### src/rtl/invm_pkg.sv
// ----------------------------------------------------------------------------
// invm_pkg
// Shared constants and types for the null-vector-by-minors block.
// ----------------------------------------------------------------------------
package invm_pkg;
  localparam int MaxTerms   = 9;
  localparam int EntryBits  = 8;
  localparam int MaxCols    = MaxTerms - 1;
  localparam int StoreDepth = MaxTerms * MaxCols;
  localparam int TableDepth = 1 << MaxCols;
  localparam int StoreAw    = $clog2(StoreDepth);
  localparam int TableAw    = MaxCols;
  localparam int ColW       = $clog2(MaxCols);
  localparam int RowW       = 4;
  localparam int CoefW      = 32;

  typedef logic [RowW-1:0]    row_t;
  typedef logic [ColW-1:0]    col_t;
  typedef logic [TableAw-1:0] subset_t;
  typedef logic [StoreAw-1:0] saddr_t;
  typedef logic [CoefW-1:0]   word_t;

  // Result record: coefficient, row index, solvable and last flags.
  typedef struct packed {
    word_t coef;
    row_t  row;
    logic  solv;
    logic  last;
  } res_t;
endpackage

### src/rtl/invm_mat_store.sv
// ----------------------------------------------------------------------------
// invm_mat_store
// Matrix entry memory: one write port and one registered read port.
// ----------------------------------------------------------------------------
module invm_mat_store (
  input  logic                               clk,
  input  logic                               we,
  input  invm_pkg::saddr_t                   waddr,
  input  logic signed [invm_pkg::EntryBits-1:0] wdata,
  input  invm_pkg::saddr_t                   raddr,
  output logic signed [invm_pkg::EntryBits-1:0] rdata
);
  import invm_pkg::*;

  logic signed [EntryBits-1:0] mem [StoreDepth];

  // Synchronous write and read.
  always_ff @(posedge clk) begin
    if (we) begin
      mem[waddr] <= wdata;
    end
    rdata <= mem[raddr];
  end
endmodule

### config.mk
export PLATFORM = sky130hd
export DESIGN_NAME = invm_mat_store
export DESIGN_NICKNAME = d
export VERILOG_FILES = /design/src/rtl/invm_pkg.sv /design/src/rtl/invm_mat_store.sv
export SDC_FILE = /design/constraint.sdc
export NUM_CORES = 1
export LEC_CHECK = 0
export BUFFER_PORTS_ARGS = -buffer_cell sky130_fd_sc_hd__buf_4
export CAP_MARGIN = 10
export CORE_ASPECT_RATIO = 0.7
export CORE_MARGIN = 2
export CORE_UTILIZATION = 53
export CTS_CLUSTER_DIAMETER = 40
export DETAILED_ROUTE_END_ITERATION = 8
export MAX_ROUTING_LAYER = met4
export PLACE_DENSITY = 0.81
export SETUP_SLACK_MARGIN = 0.1
export SLEW_MARGIN = 20
export SYNTH_ARGS = -nofsm -noshare
export SYNTH_HDL_FRONTEND = slang
export SYNTH_SLANG_ARGS = --single-unit
### constraint.sdc
create_clock -name clk -period 2 [get_ports clk]
set_clock_uncertainty 0.15 [all_clocks]
set_input_delay 0.2 -clock clk [delete_from_list [all_inputs] [get_ports clk]]
set_output_delay 0.2 -clock clk [all_outputs]
set_load 0.01 [all_outputs]
==> results.cfg, run 1 <==
[power]
power_density_mw_per_mm2 = 931.3
vdd_ir_drop_max_v = 0.0008786
leakage_nw = 8.788

[sta]
worstMarginPinSlew_ns = 0.7878
postLayoutSetupSlackWorst_ns = -0.2216
period_needed_ns = 2.222
relSlewSlack_pct = 47.48
slew_viol_final = 0
rsz0062_at_grt = yes
final.period_utilization_pct = 111.1
finalHoldViolCount = 0
final-setup-viol-count = 4
holdWs_ns = 0.04004
max_freq_mhz = 450.1

[worst_setup_path]
rr_startpoint = mem[63][4]
cp-end-kind = flip-flop
start_kind = flip-flop
r2r-end = rdata[4]
reg2reg_slack_ns = -0.22
criticalPathCategory = reg -> reg
r2r_cells = 5
critPathArrivalTime_ns = 2.54
crit_required_ns = 2.32
crit_fanout = 1

[floorplan]
std_cell_rows = 63
initial_core_util_pct = 53.56
fp.dieArea_sq_mm = 0.04439
pin_count = 32
coreArea_sq_mm = 0.04225
die_w_um = 251.0
die_height_um = 176.9

[detailed_routing]
drt_pass1_iterations = 7
vias = 11848
vias_per_cell = 6.404
wirelength_um = 53760
ant_nets = 0
post-route-drc-count = 0
routedWlPerCell_um = 29.06
first_iter_violations = 1801

[layout]
drive_gt1_share_pct = 37.21
area_growth_pct = 18.20
fin_area_sq_mm = 0.02675
diodes = 0
nNetsFinal = 1281

[worst_hold_path]
hp-start = raddr[3]
hold_depth = 3
min_to = rdata[2]
min_path_type = in -> reg

[clock_tree]
cts.clk_slew.worst_paths_ns = 0.07
htreeDepth = 2
clockBufferDepth = 3
clock_sinks = 584
cts_buffers = 52
root_buffer = clkbuf_16
post_cts_buffers = 0
cts_tree = done
clk_latency_ns = 0.59

[synth]
syn_nets = 1050
synth_top_area_share_pct = 76.44
synth_top_area_cell = edfxtp_1
avgSynthCellArea_sq_um = 22.05
synth_area_sq_mm = 0.02263
synth_seq_area_share_pct = 77.15
syn_inst = 1026
synth-main-ff-cell = edfxtp_1
yosysMostFrequentCell = edfxtp_1
synth_edf_count = 576
postSynth.asyncResetShare_pct = 0
ys_ff_latch = 584
synthTopCellsByArea = edfxtp_1 76%, mux4_2 15%, nor2_1 1.3%
yosys.cell_types.count = 34
synthTopCellsByCount = 576 x edfxtp_1, 150 x mux4_2, 76 x nor2_1, 35 x nand2_1, 25 x mux2i_1
yosysWarnings = 0

[grt]
antenna_found_initial = 0
grt_overflow_total = 0
grt_max_degree = 73
track_usage_pct = 25.62
grt_pass1_wl_um = 79610
grt_pass1_vias = 11808

[place]
port_buffers = 31
place_area_sq_mm = 0.02489
gp_congestion = 0.8847
hpwlAfterDp_um = 34670

[run_status]
outcome = finished, violations left
violations = setup timing

[flow_run]
cap_violations = 0
critical path, stage by stage, from the launching register on:
cell and delay, ns:
edfxtp_1 0.42, mux4_2 0.49, mux4_2 0.51, nand2b_4 0.17, a32oi_2 0.25, nand3_1 0.12
layout by cell type, fill, tap and decap left out, types with 3 or more instances in the layout:
cell / instances
nor2_1: 76
nor3_1: 3
nand2b_1: 7
a32oi_1: 3
mux2i_1: 25
edfxtp_1: 576
clkbuf_1: 14
mux4_2: 151
nand3_1: 14
bufinv_16: 4
nand2_1: 35
nor2b_1: 10
o21ai_1: 5
a221oi_2: 5
clkbuf_16: 53
mux2_2: 14
dfxtp_1: 8
inv_6: 3
nand4_1: 5
nand2b_4: 3
and2_1: 3
a221oi_1: 4
dlygate4sd3_1: 6
clkinv_2: 8
a32oi_2: 3
buf_6: 3
clkinv_4: 4
buf_4: 202
clkinv_1: 5
clkbuf_8: 3
o211ai_1: 4
buf_12: 17
a22oi_2: 4
timing repair:
item | in CTS | in global routing
endpoints found under the hold margin | 100 | 0
endpoints found under the setup margin | 6 | 8
resized for setup | 7 | 15
hold buffers | 6 | 0
pin swaps | 3 | 11
metal layers:
| layer | up-vias | wire [um] | GRT usage [%] |
|---|---|---|---|
| met1 | 6168 | 21110 | 37.36 |
| met5 | - | 0 | - |
| met3 | 130 | 6840 | 6.294 |
| met2 | 794 | 24440 | 36.97 |
| li1 | 4756 | - | - |
| met4 | 0 | 1379 | 6.399 |
where the power goes:
group	internal, mW	total, mW	switching (mW)	leakage [nW]
registers	13.5	13.5	0.0334	5.25
logic	0.653	1.48	0.824	2.72
clock network	5.53	9.90	4.37	0.823
cell families after synthesis:
logic type	synth area share [%]
flip-flops	77.15
multiplexers	16.96
AND/OR/NAND/NOR	3.196
buffers and inverters	1.443
AO/OA/AOI/OAI	1.250
registers in the layout, summed over array words and instances, names as in the netlist:
name	count
mem	576
rdata	8
how the worst max path moves through the flow:
stage | slack [ns] | cells past startpoint | to | start
after floorplan | -0.05 | 8 | rdata[4] | raddr[0]
after CTS | -0.22 | 5 | rdata[6] | mem[51][6]
after global routing | -0.26 | 5 | rdata[4] | mem[63][4]
final | -0.22 | 5 | rdata[4] | mem[63][4]
after detailed placement | -0.52 | 7 | rdata[4] | raddr[0]
after global placement | -0.49 | 7 | rdata[1] | raddr[0]
area by class of cell:
cell class / count / area (sq um)
sequential: 584 / 17460
fill: 2726 / 15500
multi-input combinational: 390 / 4962
timing repair buffer: 229 / 1966
clock buffer: 70 / 1420
tap: 552 / 690.7
clock inverter: 25 / 251.5
through the flow:
stage | total power, mW | utilization [%] | setup WS (ns) | setup TNS, ns | std cells
2_1_floorplan | 14.49 | - | -0.05175 | -0.2300 | 1026
3_3_place_gp | 15.16 | 58.92 | -0.4933 | -3.467 | 1749
3_5_place_dp | 15.21 | 58.92 | -0.5169 | -3.787 | 1749
4_1_cts | 24.96 | 63.10 | -0.2192 | -0.6789 | 1850
5_1_grt | 25.52 | 63.31 | -0.2597 | -0.8707 | 1850
6_report | 24.91 | 63.31 | -0.2216 | -0.7206 | 1850
Power figures use the tool's default switching activity.
==> inputs of run 2 (changes only) <==
--- a/config.mk
+++ b/config.mk
@@ -8,13 +8,13 @@
 export BUFFER_PORTS_ARGS = -buffer_cell sky130_fd_sc_hd__buf_4
 export CAP_MARGIN = 10
 export CORE_ASPECT_RATIO = 0.7
-export CORE_MARGIN = 2
+export CORE_MARGIN = 1
 export CORE_UTILIZATION = 53
 export CTS_CLUSTER_DIAMETER = 40
 export DETAILED_ROUTE_END_ITERATION = 8
 export MAX_ROUTING_LAYER = met4
 export PLACE_DENSITY = 0.81
-export SETUP_SLACK_MARGIN = 0.1
+export SETUP_SLACK_MARGIN = 0.2
 export SLEW_MARGIN = 20
 export SYNTH_ARGS = -nofsm -noshare
 export SYNTH_HDL_FRONTEND = slang
==> run 2 against run 1 <==
  * The run still ends with setup timing left
  * Via count decreased by 1.6%
  * Non-clock buffer count decreased by 19
  * Sequential power about the same
  * Critical path depth unchanged
  * Clock power decreased by 2%
  * Sequential share of layout area increased by 0.72 points
  * Register-to-register slack improved by 0.03 ns
  * Largest power group unchanged
==> results.cfg, run 2 (synthesis results as in run 1) <==
[detailed_routing]
ant_nets = 0
vias = 11657
routedWlPerCell_um = 29.22
post-route-drc-count = 0
vias_per_cell = 6.394
wirelength_um = 53260
drt_pass1_iterations = 6
first_iter_violations = 1494

[worst_hold_path]
hp-start = waddr[0]
hold_depth = 3
min_path_type = in -> reg

[power]
power_switching_share_pct = 20.82
p_int_mw = 19.57
p_comb_share_pct = 5.8
p_seq_share_pct = 54.8
power_frac_clock_pct = 39.4
switching_power_mw = 5.147
power_density_mw_per_mm2 = 934.2
leakage_nw = 8.623
vdd_ir_drop_max_v = 0.0009293

[floorplan]
pin_count = 32
die_w_um = 249.0
initial_core_util_pct = 54.42
std_cell_rows = 62
die_height_um = 174.9
coreArea_sq_mm = 0.04158
fp.dieArea_sq_mm = 0.04354

[clock_tree]
cts_tree = done
cts.clk_slew.worst_paths_ns = 0.07
clk_latency_ns = 0.59
clockBufferDepth = 3
clock_sinks = 584
cts_buffers = 49
htreeDepth = 2
root_buffer = clkbuf_16

[place]
gp_congestion = 0.9056
hpwlAfterDp_um = 33910
port_buffers = 31
placed_cells = 1722

[worst_setup_path]
worstPathCellList = mux4_2 -> mux4_2 -> nand2b_4 -> a32oi_2 -> nand3_1
cp-end-kind = flip-flop
crit_path_top_delay_cell = mux4_2
critPathArrivalTime_ns = 2.50
criticalPathCategory = reg -> reg
crit_required_ns = 2.31
rr_startpoint = mem[62][7]
critical-path-max-stage-delay_ns = 0.53
start_kind = flip-flop
r2r_cells = 5
crit_fanout = 1
crit_start = mem[62][7]
crit_top_cell = mux4_2

[layout]
nNetsFinal = 1259
final_util_pct = 63.63
area_growth_pct = 16.91
final_cells = 1823
final_common_cell = edfxtp_1
drive_gt1_share_pct = 35.50
regMostFlops = mem
largest_reg_flops = 576
reg_top3 = mem: 576 flops, rdata: 8 flops
final_cell_mix = 576 x edfxtp_1, 187 x buf_4, 152 x mux4_2
n_fill_cell = 2646

[grt]
grt_overflow_total = 0
antenna_found_initial = 2
grt_pass1_vias = 11843
grt_max_degree = 73
grt_pass1_wl_um = 78280
track_usage_pct = 25.80

[sta]
postLayoutSetupSlackWorst_ns = -0.1955
holdWs_ns = 0.03911
rsz0062_at_grt = yes
final-setup-viol-count = 4
max_freq_mhz = 455.5
fin_tns_setup_ns = -0.6358
slew_viol_final = 0
worstMarginPinSlew_ns = 0.8172
period_needed_ns = 2.195
final.period_utilization_pct = 109.8
relSlewSlack_pct = 45.52
finalHoldViolCount = 0

[run_status]
outcome = finished, violations left
violations = setup timing

[flow_run]
cap_violations = 0
## run 2: changes by cell type in the layout (fill, tap and decap cells not counted), moves of 3 or more
cell	before	now
diode_2	0	3
clkinv_4	4	0
buf_4	202	187
clkbuf_8	3	6
a221oi_1	4	7
## run 2: worst max-delay path: cells and delay by family, from the launching register on
family           cells  cell delay [ns]
AO/OA/AOI/OAI        1             0.22
multiplexers         2             1.04
flip-flops           1             0.40
AND/OR/NAND/NOR      2             0.25
## run 2: worst paths after layout
kind	endpoint	slack, ns
max reg2reg	rdata[7]	-0.20
max	rdata[7]	-0.20
min	mem[24][0]	0.04
min reg2reg	rdata[4]	0.70
## run 2: metrics by stage
stage	power (mW)	setup slack, ns	instance area [sq um]
after CTS	24.76	-0.1955	26440
final	24.72	-0.1955	26460
after global placement	15.15	-0.3869	24730
after detailed placement	15.20	-0.4120	24730
after floorplan	14.49	-0.05175	22690
after global routing	25.30	-0.2235	26450
## run 2: power groups by stage
stage                     clock, mW  sequential [mW]  combinational, mW
after detailed placement          0             13.8               1.39
final                          9.73             13.5               1.44
after floorplan                   0             13.8              0.701
after global placement            0             13.8               1.35
after CTS                      9.79             13.5               1.43
after global routing           10.3             13.5               1.51
## run 2: what timing repair did
item | CTS | global route
pin swaps | 7 | 5
setup endpoints to repair | 7 | 8
buffers inserted | 0 | 0
hold buffers | 6 | 0
endpoints found under the hold margin | 85 | 0
gates resized for setup | 9 | 2
## run 2: layer usage
layer	share of wire, %	up-vias	global-route usage (%)	routed length [um]
li1	-	4715	-	-
met1	39	6001	36.92	20730
met2	45	823	37.02	24010
met3	13	118	7.180	7174
met4	2.5	0	6.522	1350
met5	0	-	-	0
## run 2: area by class of cell
cell class	count	area (sq um)	share of cell area, %
repair buffers	210	1790	6.768
well taps	544	680.7	2.573
flip-flops and latches	584	17460	65.99
diodes	3	7.507	0.02838
clock buffers	72	1415	5.349
multi-input cells	390	4898	18.52
clock inverters	20	206.4	0.7804
